$ cat config.mk
export PLATFORM = sky130hd
export DESIGN_NAME = dual_port_interprocessor_fifo_ula_core
export DESIGN_NICKNAME = d
export VERILOG_FILES = /design/src/rtl/core/dpif_pkg.sv /design/src/rtl/core/dpif_upq.sv /design/src/rtl/core/dpif_link.sv /design/src/rtl/core/dual_port_interprocessor_fifo_ula_core.sv
export SDC_FILE = /design/constraint.sdc
export NUM_CORES = 1
export LEC_CHECK = 0
export BUFFER_PORTS_ARGS = -buffer_cell sky130_fd_sc_hd__buf_2
export CAP_MARGIN = 40
export CORE_ASPECT_RATIO = 1.4
export CORE_MARGIN = 10
export CORE_UTILIZATION = 35
export CTS_BUF_LIST = sky130_fd_sc_hd__clkbuf_4
export CTS_CLUSTER_DIAMETER = 120
export CTS_CLUSTER_SIZE = 25
export DETAILED_ROUTE_END_ITERATION = 10
export GPL_ROUTABILITY_DRIVEN = 0
export GPL_TIMING_DRIVEN = 1
export PLACE_DENSITY_LB_ADDON = 0.2
export SETUP_SLACK_MARGIN = 0.3
export SLEW_MARGIN = 20
export SYNTH_ARGS = -nofsm -noshare
export SYNTH_HDL_FRONTEND = slang
export SYNTH_HIERARCHICAL = 1
export SYNTH_SLANG_ARGS = --single-unit
export TNS_END_PERCENT = 20
$ cat constraint.sdc
create_clock -name clk -period 10.1 [get_ports clk]
set_input_delay 0.505 -clock clk [delete_from_list [all_inputs] [get_ports clk]]
set_output_delay 0.505 -clock clk [all_outputs]
set_load 0.1 [all_outputs]
$ cat src/rtl/core/dpif_pkg.sv
// Shared types, register codes and status helpers for the interprocessor link.
package dpif_pkg;

  // Parasite-to-host queue of channel 1
  localparam int UP_QUEUE_DEPTH = 24;
  localparam int UPQ_PTR_W = (UP_QUEUE_DEPTH > 1) ? $clog2(UP_QUEUE_DEPTH) : 1;
  localparam int UPQ_CNT_W = $clog2(UP_QUEUE_DEPTH + 1);

  // Access kinds
  localparam logic [1:0] ACT_READ       = 2'd0;
  localparam logic [1:0] ACT_WRITE      = 2'd1;
  localparam logic [1:0] ACT_TUBE_RESET = 2'd2;

  // Sides
  localparam logic SIDE_HOST = 1'b0;
  localparam logic SIDE_PAR  = 1'b1;

  // Register window
  localparam logic [2:0] ADDR_CTRL  = 3'd0;
  localparam logic [2:0] ADDR_DATA1 = 3'd1;
  localparam logic [2:0] ADDR_DATA2 = 3'd3;
  localparam logic [2:0] ADDR_DATA3 = 3'd5;
  localparam logic [2:0] ADDR_DATA4 = 3'd7;

  // Channel indexes into the status vector
  localparam logic [1:0] CH1 = 2'd0;
  localparam logic [1:0] CH2 = 2'd1;
  localparam logic [1:0] CH3 = 2'd2;
  localparam logic [1:0] CH4 = 2'd3;

  // Status bit kinds
  localparam logic SB_NOT_FULL = 1'b0;
  localparam logic SB_AVAIL    = 1'b1;

  // Control flag bit positions
  localparam int FLAG_Q = 0;
  localparam int FLAG_I = 1;
  localparam int FLAG_J = 2;
  localparam int FLAG_M = 3;
  localparam int FLAG_V = 4;

  localparam logic [7:0] DOWN_DUMMY       = 8'hE4;
  localparam logic [7:0] UP_DUMMY         = 8'h96;
  localparam logic [7:0] EMPTY_QUEUE_READ = 8'h01;
  localparam logic [7:0] CTRL_VISIBLE     = 8'h3F;
  localparam int         CTRL_SET_BIT     = 7;

  // All not-full bits set, host channel 3 available, parasite channel 3 not full clear
  localparam logic [15:0] STATUS_RESET = 16'h5355;

  typedef struct packed {
    logic [1:0] action;
    logic       side;
    logic [2:0] address;
    logic [7:0] write_data;
  } in_item_t;

  typedef struct packed {
    logic [7:0] read_data;
    logic       host_irq;
    logic       parasite_irq;
    logic       parasite_nmi;
  } out_item_t;

  typedef struct packed {
    logic       push;
    logic       pop;
    logic       flush;
    logic [7:0] wdata;
  } upq_ctrl_t;

  typedef struct packed {
    logic [UPQ_CNT_W-1:0] count;
    logic [7:0]           head;
  } upq_stat_t;

  function automatic logic [3:0] st_pos(input logic [1:0] ch, input logic side,
                                        input logic which);
    return {ch, side, which};
  endfunction

  function automatic logic [7:0] st_byte(input logic [15:0] s, input logic [1:0] ch,
                                         input logic side);
    return {s[st_pos(ch, side, SB_AVAIL)], s[st_pos(ch, side, SB_NOT_FULL)], 6'b0};
  endfunction

  // Consume a latch word: free the writer side
  function automatic logic [15:0] latch_rd(input logic [15:0] s, input logic [1:0] ch,
                                           input logic side);
    logic [15:0] r;
    r = s;
    if (s[st_pos(ch, side, SB_AVAIL)]) begin
      r[st_pos(ch, side, SB_AVAIL)]     = 1'b0;
      r[st_pos(ch, ~side, SB_NOT_FULL)] = 1'b1;
    end
    return r;
  endfunction

  // Post a latch word: mark it available to the reader side
  function automatic logic [15:0] latch_wr(input logic [15:0] s, input logic [1:0] ch,
                                           input logic side);
    logic [15:0] r;
    r = s;
    r[st_pos(ch, side, SB_NOT_FULL)] = 1'b0;
    r[st_pos(ch, ~side, SB_AVAIL)]   = 1'b1;
    return r;
  endfunction

endpackage

$ cat src/rtl/core/dpif_upq.sv
// Parasite-to-host word queue of channel 1.
module dpif_upq import dpif_pkg::*; (
  input  logic      clk,
  input  logic      rst_n,
  input  upq_ctrl_t ctrl,
  output upq_stat_t stat
);

  logic [7:0]           mem_r [UP_QUEUE_DEPTH];
  logic [7:0]           head_r;
  logic [UPQ_PTR_W-1:0] wr_ptr_r, wr_ptr_nxt;
  logic [UPQ_PTR_W-1:0] rd_ptr_r, rd_ptr_nxt;
  logic [UPQ_CNT_W-1:0] count_r, count_nxt;

  function automatic logic [UPQ_PTR_W-1:0] ptr_inc(input logic [UPQ_PTR_W-1:0] p);
    return (p == UPQ_PTR_W'(UP_QUEUE_DEPTH - 1)) ? '0 : p + 1'b1;
  endfunction

  always_comb begin
    wr_ptr_nxt = wr_ptr_r;
    rd_ptr_nxt = rd_ptr_r;
    count_nxt  = count_r;
    if (ctrl.flush) begin
      wr_ptr_nxt = '0;
      rd_ptr_nxt = '0;
      count_nxt  = '0;
    end else if (ctrl.push) begin
      wr_ptr_nxt = ptr_inc(wr_ptr_r);
      count_nxt  = count_r + 1'b1;
    end else if (ctrl.pop) begin
      rd_ptr_nxt = ptr_inc(rd_ptr_r);
      count_nxt  = count_r - 1'b1;
    end
  end

  always_ff @(posedge clk) begin
    if (!rst_n) begin
      wr_ptr_r <= '0;
      rd_ptr_r <= '0;
      count_r  <= '0;
    end else begin
      wr_ptr_r <= wr_ptr_nxt;
      rd_ptr_r <= rd_ptr_nxt;
      count_r  <= count_nxt;
    end
  end

  // Storage and head carry no reset; the head is only used while words are queued.
  // Fetch the head word for the next read pointer; a push into an empty queue
  // bypasses straight into the head register.
  always_ff @(posedge clk) begin
    if (ctrl.push && !ctrl.flush) begin
      mem_r[wr_ptr_r] <= ctrl.wdata;
    end
    if (ctrl.push && !ctrl.flush && (wr_ptr_r == rd_ptr_nxt)) begin
      head_r <= ctrl.wdata;
    end else begin
      head_r <= mem_r[rd_ptr_nxt];
    end
  end

  assign stat.count = count_r;
  assign stat.head  = head_r;

endmodule

$ cat src/rtl/core/dpif_link.sv
// Register decode, channel latches, channel 3 buffers, status and interrupt lines.
module dpif_link import dpif_pkg::*; (
  input  logic      clk,
  input  logic      rst_n,
  input  logic      fire,
  input  in_item_t  item,
  input  upq_stat_t q_stat,
  output upq_ctrl_t q_ctrl,
  output out_item_t result
);

  logic [7:0]      flags_r, flags_nxt;
  logic [15:0]     status_r, status_nxt;
  logic [15:0]     status_view;
  logic [7:0]      dl1_r, dl1_nxt;
  logic [1:0][7:0] c2_r, c2_nxt;
  logic [1:0][7:0] c4_r, c4_nxt;
  logic [1:0][7:0] dn_pair_r, dn_pair_nxt;
  logic [1:0][7:0] up_pair_r, up_pair_nxt;
  logic [1:0]      dn_cnt_r, dn_cnt_nxt;
  logic [1:0]      up_cnt_r, up_cnt_nxt;
  logic [7:0]      rd;
  logic            q_empty, q_full;

  function automatic logic nmi_cond(input logic v, input logic [1:0] dn, input logic [1:0] up);
    return v ? ((dn == 2'd2) || (up == 2'd0)) : ((dn != 2'd0) || (up == 2'd0));
  endfunction

  always_comb begin
    flags_nxt   = flags_r;
    status_nxt  = status_r;
    dl1_nxt     = dl1_r;
    c2_nxt      = c2_r;
    c4_nxt      = c4_r;
    dn_pair_nxt = dn_pair_r;
    up_pair_nxt = up_pair_r;
    dn_cnt_nxt  = dn_cnt_r;
    up_cnt_nxt  = up_cnt_r;
    rd          = '0;
    q_ctrl      = '0;
    q_ctrl.wdata = item.write_data;

    q_empty = (q_stat.count == '0);
    q_full  = (q_stat.count == UPQ_CNT_W'(UP_QUEUE_DEPTH));

    // Queue status and the parasite channel 3 available bit follow live state
    status_view = status_r;
    status_view[st_pos(CH1, SIDE_HOST, SB_AVAIL)]   = !q_empty;
    status_view[st_pos(CH1, SIDE_PAR, SB_NOT_FULL)] = !q_full;
    status_view[st_pos(CH3, SIDE_PAR, SB_AVAIL)]    =
      nmi_cond(flags_r[FLAG_V], dn_cnt_r, up_cnt_r);

    if (fire) begin
      case (item.action)
        ACT_TUBE_RESET: begin
          q_ctrl.flush = 1'b1;
          status_nxt   = STATUS_RESET;
          dl1_nxt      = '0;
          c2_nxt       = '0;
          c4_nxt       = '0;
          dn_pair_nxt  = {2{DOWN_DUMMY}};
          up_pair_nxt  = {2{UP_DUMMY}};
          dn_cnt_nxt   = 2'd0;
          up_cnt_nxt   = 2'd1;
        end
        ACT_READ: begin
          if (!item.address[0]) begin
            rd = st_byte(status_view, item.address[2:1], item.side);
            if (item.address == ADDR_CTRL) begin
              rd = rd | (flags_r & CTRL_VISIBLE);
            end
          end else if (item.side == SIDE_HOST) begin
            unique case (item.address)
              ADDR_DATA1: begin
                if (q_empty) begin
                  rd = EMPTY_QUEUE_READ;
                end else begin
                  rd = q_stat.head;
                  q_ctrl.pop = 1'b1;
                end
              end
              ADDR_DATA2: begin
                status_nxt = latch_rd(status_r, CH2, SIDE_HOST);
                rd = c2_r[1];
              end
              ADDR_DATA3: begin
                if (up_cnt_r != 2'd0) begin
                  rd = up_pair_r[0];
                  up_pair_nxt[0] = up_pair_r[1];
                  up_cnt_nxt = up_cnt_r - 2'd1;
                end else begin
                  rd = UP_DUMMY;
                end
                if (up_cnt_nxt == 2'd0) begin
                  status_nxt[st_pos(CH3, SIDE_HOST, SB_AVAIL)]   = 1'b0;
                  status_nxt[st_pos(CH3, SIDE_PAR, SB_NOT_FULL)] = 1'b1;
                end
              end
              default: begin
                status_nxt = latch_rd(status_r, CH4, SIDE_HOST);
                rd = c4_r[1];
              end
            endcase
          end else begin
            unique case (item.address)
              ADDR_DATA1: begin
                status_nxt = latch_rd(status_r, CH1, SIDE_PAR);
                rd = dl1_r;
              end
              ADDR_DATA2: begin
                status_nxt = latch_rd(status_r, CH2, SIDE_PAR);
                rd = c2_r[0];
              end
              ADDR_DATA3: begin
                if (dn_cnt_r != 2'd0) begin
                  rd = dn_pair_r[0];
                  dn_pair_nxt[0] = dn_pair_r[1];
                  dn_cnt_nxt = dn_cnt_r - 2'd1;
                end else begin
                  rd = DOWN_DUMMY;
                end
                if (dn_cnt_nxt == 2'd0) begin
                  status_nxt[st_pos(CH3, SIDE_PAR, SB_AVAIL)]     = 1'b0;
                  status_nxt[st_pos(CH3, SIDE_HOST, SB_NOT_FULL)] = 1'b1;
                end
              end
              default: begin
                status_nxt = latch_rd(status_r, CH4, SIDE_PAR);
                rd = c4_r[0];
              end
            endcase
          end
        end
        ACT_WRITE: begin
          if (item.side == SIDE_HOST) begin
            unique case (item.address)
              ADDR_CTRL: begin
                if (item.write_data[CTRL_SET_BIT]) begin
                  flags_nxt = flags_r | item.write_data;
                end else begin
                  flags_nxt = flags_r & ~item.write_data;
                end
              end
              ADDR_DATA1: begin
                dl1_nxt = item.write_data;
                status_nxt = latch_wr(status_r, CH1, SIDE_HOST);
              end
              ADDR_DATA2: begin
                c2_nxt[0] = item.write_data;
                status_nxt = latch_wr(status_r, CH2, SIDE_HOST);
              end
              ADDR_DATA3: begin
                // A full buffer drops the word but still updates status
                if (dn_cnt_r < 2'd2) begin
                  dn_pair_nxt[dn_cnt_r[0]] = item.write_data;
                  dn_cnt_nxt = dn_cnt_r + 2'd1;
                end
                if (!flags_r[FLAG_V] || (dn_cnt_nxt == 2'd2)) begin
                  status_nxt = latch_wr(status_r, CH3, SIDE_HOST);
                end
              end
              ADDR_DATA4: begin
                c4_nxt[0] = item.write_data;
                status_nxt = latch_wr(status_r, CH4, SIDE_HOST);
              end
              default: begin
              end
            endcase
          end else begin
            unique case (item.address)
              ADDR_DATA1: begin
                q_ctrl.push = !q_full;
              end
              ADDR_DATA2: begin
                c2_nxt[1] = item.write_data;
                status_nxt = latch_wr(status_r, CH2, SIDE_PAR);
              end
              ADDR_DATA3: begin
                if (up_cnt_r < 2'd2) begin
                  up_pair_nxt[up_cnt_r[0]] = item.write_data;
                  up_cnt_nxt = up_cnt_r + 2'd1;
                end
                if (!flags_r[FLAG_V] || (up_cnt_nxt == 2'd2)) begin
                  status_nxt = latch_wr(status_r, CH3, SIDE_PAR);
                end
              end
              ADDR_DATA4: begin
                c4_nxt[1] = item.write_data;
                status_nxt = latch_wr(status_r, CH4, SIDE_PAR);
              end
              default: begin
              end
            endcase
          end
        end
        default: begin
        end
      endcase
    end

    // Interrupt lines from the state after the access
    result.read_data    = rd;
    result.host_irq     = flags_nxt[FLAG_Q] & status_nxt[st_pos(CH4, SIDE_HOST, SB_AVAIL)];
    result.parasite_irq = (flags_nxt[FLAG_I] & status_nxt[st_pos(CH1, SIDE_PAR, SB_AVAIL)]) |
                          (flags_nxt[FLAG_J] & status_nxt[st_pos(CH4, SIDE_PAR, SB_AVAIL)]);
    result.parasite_nmi = flags_nxt[FLAG_M] &
                          nmi_cond(flags_nxt[FLAG_V], dn_cnt_nxt, up_cnt_nxt);
  end

  always_ff @(posedge clk) begin
    if (!rst_n) begin
      flags_r   <= '0;
      status_r  <= STATUS_RESET;
      dl1_r     <= '0;
      c2_r      <= '0;
      c4_r      <= '0;
      dn_pair_r <= {2{DOWN_DUMMY}};
      up_pair_r <= {2{UP_DUMMY}};
      dn_cnt_r  <= 2'd0;
      up_cnt_r  <= 2'd1;
    end else begin
      flags_r   <= flags_nxt;
      status_r  <= status_nxt;
      dl1_r     <= dl1_nxt;
      c2_r      <= c2_nxt;
      c4_r      <= c4_nxt;
      dn_pair_r <= dn_pair_nxt;
      up_pair_r <= up_pair_nxt;
      dn_cnt_r  <= dn_cnt_nxt;
      up_cnt_r  <= up_cnt_nxt;
    end
  end

endmodule

$ cat src/rtl/core/dual_port_interprocessor_fifo_ula_core.sv
// Top level of the host/parasite interprocessor link: input reg, access logic, result reg.
//
//   channel | ports                          | word
//   --------+--------------------------------+-----------------------------------------
//   access  | in_valid, in_stall, in_item    | action, side, address, write_data
//   result  | out_valid, out_stall, out_item | read_data, host_irq, parasite_irq,
//           |                                |   parasite_nmi
//
// One access word is taken every cycle while in_stall is low; its result is loaded
// into the result register when the word executes and is handed over from there.
// The single pass of access logic sits between the input and result registers.
// Reset is synchronous on rst_n low and loads the same state as a tube reset,
// with the control flags cleared as well.
// A stalled result holds in the result register while the input register keeps
// taking one more word; in_stall rises only when both are full.
module dual_port_interprocessor_fifo_ula_core import dpif_pkg::*; (
  input  logic      clk,
  input  logic      rst_n,
  input  logic      in_valid,
  output logic      in_stall,
  input  in_item_t  in_item,
  output logic      out_valid,
  input  logic      out_stall,
  output out_item_t out_item
);

  logic      in_full_r, in_full_nxt;
  in_item_t  in_item_r;
  logic      out_valid_r, out_valid_nxt;
  out_item_t out_item_r;
  logic      out_adv;
  logic      fire;
  logic      in_take;
  upq_ctrl_t q_ctrl;
  upq_stat_t q_stat;
  out_item_t result;

  // Result register can load when empty or being drained this cycle
  assign out_adv  = !out_valid_r || !out_stall;
  // The buffered word executes and moves to the result register
  assign fire     = in_full_r && out_adv;
  assign in_stall = in_full_r && !out_adv;
  assign in_take  = in_valid && !in_stall;

  always_comb begin
    in_full_nxt = in_full_r;
    if (in_take) begin
      in_full_nxt = 1'b1;
    end else if (fire) begin
      in_full_nxt = 1'b0;
    end
    out_valid_nxt = out_adv ? fire : out_valid_r;
  end

  always_ff @(posedge clk) begin
    if (!rst_n) begin
      in_full_r   <= 1'b0;
      out_valid_r <= 1'b0;
    end else begin
      in_full_r   <= in_full_nxt;
      out_valid_r <= out_valid_nxt;
    end
  end

  // Payload registers: input loads on take, result loads on fire, hold otherwise
  always_ff @(posedge clk) begin
    if (in_take) begin
      in_item_r <= in_item;
    end
    if (fire) begin
      out_item_r <= result;
    end
  end

  dpif_link u_link (
    .clk    (clk),
    .rst_n  (rst_n),
    .fire   (fire),
    .item   (in_item_r),
    .q_stat (q_stat),
    .q_ctrl (q_ctrl),
    .result (result)
  );

  dpif_upq u_upq (
    .clk   (clk),
    .rst_n (rst_n),
    .ctrl  (q_ctrl),
    .stat  (q_stat)
  );

  assign out_valid = out_valid_r;
  assign out_item  = out_item_r;

  // A buffered word that has not executed stays put
  a_hold_pending: assert property (@(posedge clk) disable iff (!rst_n)
    in_full_r && !fire |=> in_full_r && $stable(in_item_r))
    else $error("pending access word lost or changed");

  // Queue never holds more words than its depth
  a_queue_bound: assert property (@(posedge clk) disable iff (!rst_n)
    q_stat.count <= UPQ_CNT_W'(UP_QUEUE_DEPTH))
    else $error("up queue count beyond depth");

  // Tube reset empties the queue and returns a zero byte
  a_tube_reset: assert property (@(posedge clk) disable iff (!rst_n)
    fire && (in_item_r.action == ACT_TUBE_RESET)
    |=> out_valid_r && (out_item_r.read_data == 8'h00) && (q_stat.count == '0))
    else $error("tube reset did not clear link state");

  // Host read of an empty queue returns the empty marker
  a_empty_read: assert property (@(posedge clk) disable iff (!rst_n)
    fire && (in_item_r.action == ACT_READ) && (in_item_r.side == SIDE_HOST) &&
    (in_item_r.address == ADDR_DATA1) && (q_stat.count == '0)
    |=> out_item_r.read_data == EMPTY_QUEUE_READ)
    else $error("empty queue read returned wrong byte");

endmodule

==> metrics.txt, run 1 <==
WHS=0.08023 ns; leakage=0.005212 uW; synthesized netlist cell count=1203; GRT Overall Usage=between 15 and 20%; Final nets=between 1000 and 1500; CP arrival=3.95 ns; # Post-CTS Setup Buffers=0; CP required=10.48 ns; initial core utilization=35.31%; Clk Latency, worst-skew pair=0.80 ns; main area contributors after synthesis=edfxtp_1, dfxtp_1, mux2i_1; CTS root buf=clkbuf_4; vias in the first global route=approximately 9700; post-cts sizing count=0; synthesized net count=1240; footprint of the multi-input gates=5448 um2; DR WL/cell=23.09 um; core area=42090 um2; sequential cell area=8864 um2; clk_skew=0.08130 ns; Slowest-stage cell, CP=nor2_1; dpl hpwl=27460 um; most common cell after layout, fill and taps aside=edfxtp_1; PortBufs=30; CTS max path bufs=3; antenna violations before repair=5; top_reg_cell synth=edfxtp_1; final worst-path cycle share=35.35%; Final min period=3.571 ns; area share of the largest cell type after synthesis=between 40% and 50%; Fmax=between 200 and 300 MHz; crit-path max FO=46; Setup crit end kind=register; Min-Delay Path Class=input port to register; combinational fraction of design power=7.6%; Final setup viols=0; largest area contributor in the netlist=edfxtp_1; RSZ-0062 raised after global routing=no; total number of yosys warnings=6; endpoints failing hold=0; largest net degree at the start of global routing=55; clk slew on worst S/H paths=0.28 ns; vias per cell=5.452; CTS tree=yes; critical path type=register to register; total negative slack=0 ns; DRC viols=0; max-slew violation count=0; final WL=40690 um; sequential element share of the synthesized area=59.60%; P_int=between 1500 and 2000 uW; Antenna Violating Nets Remaining=0; async set-reset flop share out of synthesis=0%; Startpoint Class=register; outcome=finished, final reports clean; Max-Cap Viols=0; io pins=31; Pwr per Cell Area=~140 nW/um2; Filler cells=4128; Clock Power Share=between 20% and 30%; share of layout cells above drive strength 1=11.69%; Psw=around 540 uW; die width=194.2 um; cell area after synthesis=14860 um2; cells along the critical path=buf_4, or3b_1, nor3b_1, buf_4, inv_1, nor2_1, nand2_1, nor2_1; chip height=between 200 and 300 um; number of synthesized register bits=334; Net Sw Frac=24.70%; Area Growth Syn to Fin=6.625%; synthesized area per cell=roughly 12 um2; Post-synth EDFFs=roughly 220; sequential power share=67.8%; die footprint=51220 um2; crit-path max cell delay=between 0.6 and 0.7 ns; drt initial violations=917; total gr overflow=0; Yosys cell types=about 80; normalized max-slew margin=between 40 and 50%; peak supply drop=0.09923 mV; Site Rows=89; first-pass GRT wire length=just over 60000 um; Worst-Margin Slew=0.8157 ns; commonest cells after routing, fill and taps aside=edfxtp_1, nor2_1, dfxtp_1; vias=around 9600; drt first pass iters=6; CTS sink cnt=334; reg2reg setup slack=6.53 ns; TritonCTS buffer count=17; H-tree levels=1
[power by group through the flow]
stage / clock (uW) / combinational, uW / sequential, uW
6_report: 533 / 166 / 1470
5_1_grt: 600 / 178 / 1480
4_1_cts: 558 / 167 / 1470
3_5_place_dp: 0 / 162 / 1500
3_3_place_gp: 0 / 160 / 1500
2_1_floorplan: 0 / 91.2 / 1520
[critical path, delay by kind of cell (launching register included)]
family / cells / cell delay (ns)
flops: 1 / 0.42
simple gates: 5 / 2.06
buf+inv: 3 / 0.65
[synthesized netlist by cell type (4+ instances only)]
library cell  count
a211oi_1          8
a21o_1            5
a21oi_1          75
a221o_1           9
a221oi_1          7
a22o_1            4
a22oi_1          19
and2_1           18
and3_1           11
buf_1             4
buf_2            21
buf_4            14
buf_6             7
clkbuf_1         43
dfxtp_1         117
edfxtp_1        217
ha_1             18
inv_1            16
mux2i_1          97
mux4_2           35
nand2_1          74
nand2b_1          7
nand3_1          33
nand3b_1          4
nand4_1           4
nor2_1          141
nor2b_1          15
nor3_1            7
nor3b_1           7
o2111ai_1         5
o211ai_1         15
o21a_1            5
o21ai_0          50
o311ai_1          8
o31ai_1           4
[through the flow]
stage	cells	instance area (um2)	setup WS (ns)	utilization, %	power, uW
after floorplan	1203	14860	5.928	-	1608
after global placement	1712	15390	6.709	36.57	1662
after detailed placement	1716	15460	6.675	36.73	1664
after CTS	1761	15850	6.550	37.64	2199
after global routing	1762	15850	6.310	37.65	2254
final	1762	15850	6.529	37.65	2173
[final timing paths]
path	from	endpoint	cells after the start
max	in_item_r[9]$_DFFE_PP_	u_upq/mem_r[14][2]$_DFFE_PP_	8
min	rst_n	u_link/status_r[6]$_SDFFE_PN1P_	2
max reg2reg	in_item_r[9]$_DFFE_PP_	u_upq/mem_r[14][2]$_DFFE_PP_	8
min reg2reg	u_link/up_pair_r[8]$_SDFFE_PN0P_	u_link/up_pair_r[8]$_SDFFE_PN0P_	2
[final cells by class]
cell class,count,area share [%]
timing repair buffer,74,3.537
multi-input combinational,760,34.38
inverter,18,0.4263
tap,546,4.311
clock inverter,2,0.1263
antenna,1,0.01579
clock buffer,27,1.279
sequential,334,55.93
[logic make-up after synthesis]
family,after synthesis,share of synthesized area [%]
adders and majority gates,19,1.650
buffers and inverters,109,3.771
and+or+nand+nor,346,11.07
xor gates and xnor gates,5,0.2947
AOI/OAI and AO/OA,256,11.63
DFF,334,59.60
muxes,134,11.99
[per-layer routing]
metal	share of wire [%]	GRT usage, %
met1	40	17.15
met5	0.066	0
met3	3.3	1.800
met2	53	28.33
met4	3.3	5.772
[sequential cells by signal, summed over array words and instances (netlist names), named ones only]
name / cells
u_link/status_r: 13
in_item_r: 14
u_upq/rd_ptr_r: 5
out_valid: 1
in_full_r: 1
u_link/dn_cnt_r: 2
u_upq/count_r: 5
u_link/up_pair_r: 16
out_item: 11
u_link/up_cnt_r: 2
u_link/dn_pair_r: 16
u_upq/mem_r: 192
u_link/c4_r: 16
u_link/c2_r: 16
u_link/dl1_r: 8
u_link/flags_r: 5
u_upq/wr_ptr_r: 5
[repair_timing]
action,in CTS,in global routing
hold endpoints to repair,16,0
setup endpoints to repair,0,0
hold buffers,16,0
Note: power is estimated with default switching activity, not from simulation.
==> run 2, diff against run 1 <==
- ABC_AREA: not set -> 1
- clock period: 10.1 -> 3.5 ns (I/O delays scaled with it)
==> metrics.txt, run 2 <==
H-tree levels=1; core area=44060 um2; CP required=3.93 ns; clk slew on worst S/H paths=~0.25 ns; Fmax=328.0 MHz; CTS root buf=clkbuf_4; CTS max path bufs=3; Final min period=3.049 ns; area share of the largest cell type after synthesis=41.75%; CTS tree=yes; normalized max-slew margin=53.61%; drt first pass iters=5; Startpoint Class=register; r2r worst-path depth=8; CP arrival=3.48 ns; Worst-Margin Slew=0.6959 ns; PortBufs=30; synthesized net count=~1700; Compound-Gate Fraction of Synth Area=11.83%; Final nets=1776; Setup crit end kind=register; Setup WS post-layout=approximately 0.45 ns; worst hold start=in_item[3]; main combinational cell family by area after synthesis=simple AND/OR/NAND/NOR gates; antenna violations before repair=2; Worst R2R Start=in_item_r[8]$_DFFE_PP_; final WL=47000 um; vias=11900; Post-synth EDFFs=217; final worst-path cycle share=87.12%; critical path type=register to register; total gr overflow=0; max-slew violation count=0; share of layout cells above drive strength 1=between 10% and 20%; CP Launch Point=in_item_r[8]$_DFFE_PP_; most common cell in the netlist=nand2_1; TritonCTS buffer count=17; adder-cell area share of the yosys netlist=under 10%; vias in the first global route=11680; Final setup viols=0; Post-synth top cells=nand2_1, edfxtp_1, inv_1, nand3_1, nor2_1; CTS sink cnt=334; first-pass GRT wire length=70660 um; Max-Cap Viols=0; endpoints failing hold=0; xor/xnor share of the synthesized area=0.1122%; mux share of post-synthesis cell area=0%; GRT Overall Usage=17.21%; die width=198.5 um; most common cell after layout, fill and taps aside=nand2_1; number of synthesized register bits=334; sequential element share of the synthesized area=56.76%; DRC viols=0; dpl hpwl=~33000 um; vias per cell=5.152; peak supply drop=0.2762 mV; simple-gate share of the synthesized area=a little over a fifth; Pwr per Cell Area=385.0 nW/um2; largest net degree at the start of global routing=55; # Post-CTS Setup Buffers=0; total number of yosys warnings=6; Area Growth Syn to Fin=7.608%; cell area after synthesis=15610 um2; reg2reg setup slack=approximately 0.45 ns; crit-path max FO=8; synthesized area per cell=between 9 and 10 um2; io pins=31; Min-Delay Path Class=input port to register; chip height=about 270 um; synthesized netlist cell count=1709; DR WL/cell=20.36 um; total negative slack=0 ns; Largest Register=u_upq/mem_r; FF-to-FF End=u_upq/mem_r[11][0]$_DFFE_PP_; Site Rows=91; max FFs per register=approximately 190; Setup Slack @ Placement=about 0.53 ns; Filler cells=4509; total chip power=roughly 6500 uW; crit path to=u_upq/mem_r[11][0]$_DFFE_PP_; leakage=0.006606 uW; main area contributors after synthesis=edfxtp_1, dfxtp_1, nand2_1; Antenna Violating Nets Remaining=0; Clk Latency, worst-skew pair=0.78 ns; top_reg_cell synth=edfxtp_1; outcome=finished, final reports clean; die footprint=between 50000 and 60000 um2; drt initial violations=795; initial core utilization=35.42%; Finished Core Util=38.11%; commonest cells after routing, fill and taps aside=nand2_1, edfxtp_1, inv_1; RSZ-0062 raised after global routing=no; largest area contributor in the netlist=edfxtp_1; clk_skew=0.06335 ns; async set-reset flop share out of synthesis=0%; Yosys cell types=52
## run 2: cell types whose count changed after synthesis, sizes merged, moves of 22 or more
cell / change
inv: +190
mux4: -35
a21oi: +31
mux2i: -97
o21ai: +72
clkbuf: -22
nand2: +313
nand3: +134
## run 2: how the worst min path moves through the flow
| stage | depth (start not counted) | to | slack [ns] |
|---|---|---|---|
| 3_3_place_gp | 1 | in_item_r[13]$_DFFE_PP_ | 0.35 |
| 5_1_grt | 2 | in_item_r[12]$_DFFE_PP_ | 0.03 |
| 3_5_place_dp | 1 | in_item_r[13]$_DFFE_PP_ | 0.35 |
| 6_report | 2 | in_item_r[3]$_DFFE_PP_ | 0.09 |
| 4_1_cts | 2 | in_item_r[5]$_DFFE_PP_ | 0.04 |
| 2_1_floorplan | 0 | in_item_r[0]$_DFFE_PP_ | 0.27 |
## run 2: cells by family (layout without fill, tap and decap cells)
group / count (synthesis) / after routing
and+or+nand+nor: 747 / 747
DFF: 334 / 334
AOI/OAI and AO/OA: 312 / 312
buffers and inverters: 295 / 335
adders and majority gates: 19 / 19
xor gates and xnor gates: 2 / 2
other: 0 / 2
## run 2: metrics by stage
stage | cell area (um2) | instances | hold WS [ns]
3_3_place_gp | 16250 | 2255 | 0.3530
6_report | 16790 | 2309 | 0.08649
5_1_grt | 16790 | 2309 | 0.03001
4_1_cts | 16760 | 2306 | 0.03542
3_5_place_dp | 16330 | 2259 | 0.3531
2_1_floorplan | 15620 | 1709 | 0.2739
## run 2: critical path: stages, from the launching register on
cell      delay, ns
edfxtp_1       0.62
nand2_1        0.09
buf_4          0.17
nor2_1         0.15
nand3_1        0.22
nor2_1         0.33
nand2_1        0.14
or2_2          0.43
nor2_1         0.56
## run 2: power by group
group	internal, uW	total, uW	switching (uW)
Sequential	4260	4300	45.5
Clock	429	1610	1180
Combinational	145	557	412
## run 2: cell type report
class	count	area (um2)	area share [%]
Antenna cell	2	5.005	0.02980
Clock buffer	27	202.7	1.207
Clock inverter	2	46.29	0.2757
Inverter	207	782.0	4.657
Multi-Input combinational cell	1080	5408	32.20
Sequential cell	334	8861	52.76
Tap cell	558	698.2	4.157
Timing Repair Buffer	99	790.8	4.709
## run 2: what timing repair did
item	4_1_cts	5_1_grt
setup endpoints to repair	0	1
hold buffers	18	0
gates resized for setup	0	1
endpoints found under the hold margin	59	0
## run 2: routing by layer
metal | track usage [%] | up-vias | wire length, um
li1 | - | 5780 | -
met1 | 19.57 | 5699 | 18320
met2 | 32.02 | 329 | 25040
met3 | 1.471 | 89 | 1655
met4 | 7.024 | 0 | 1990
met5 | 0 | - | 0
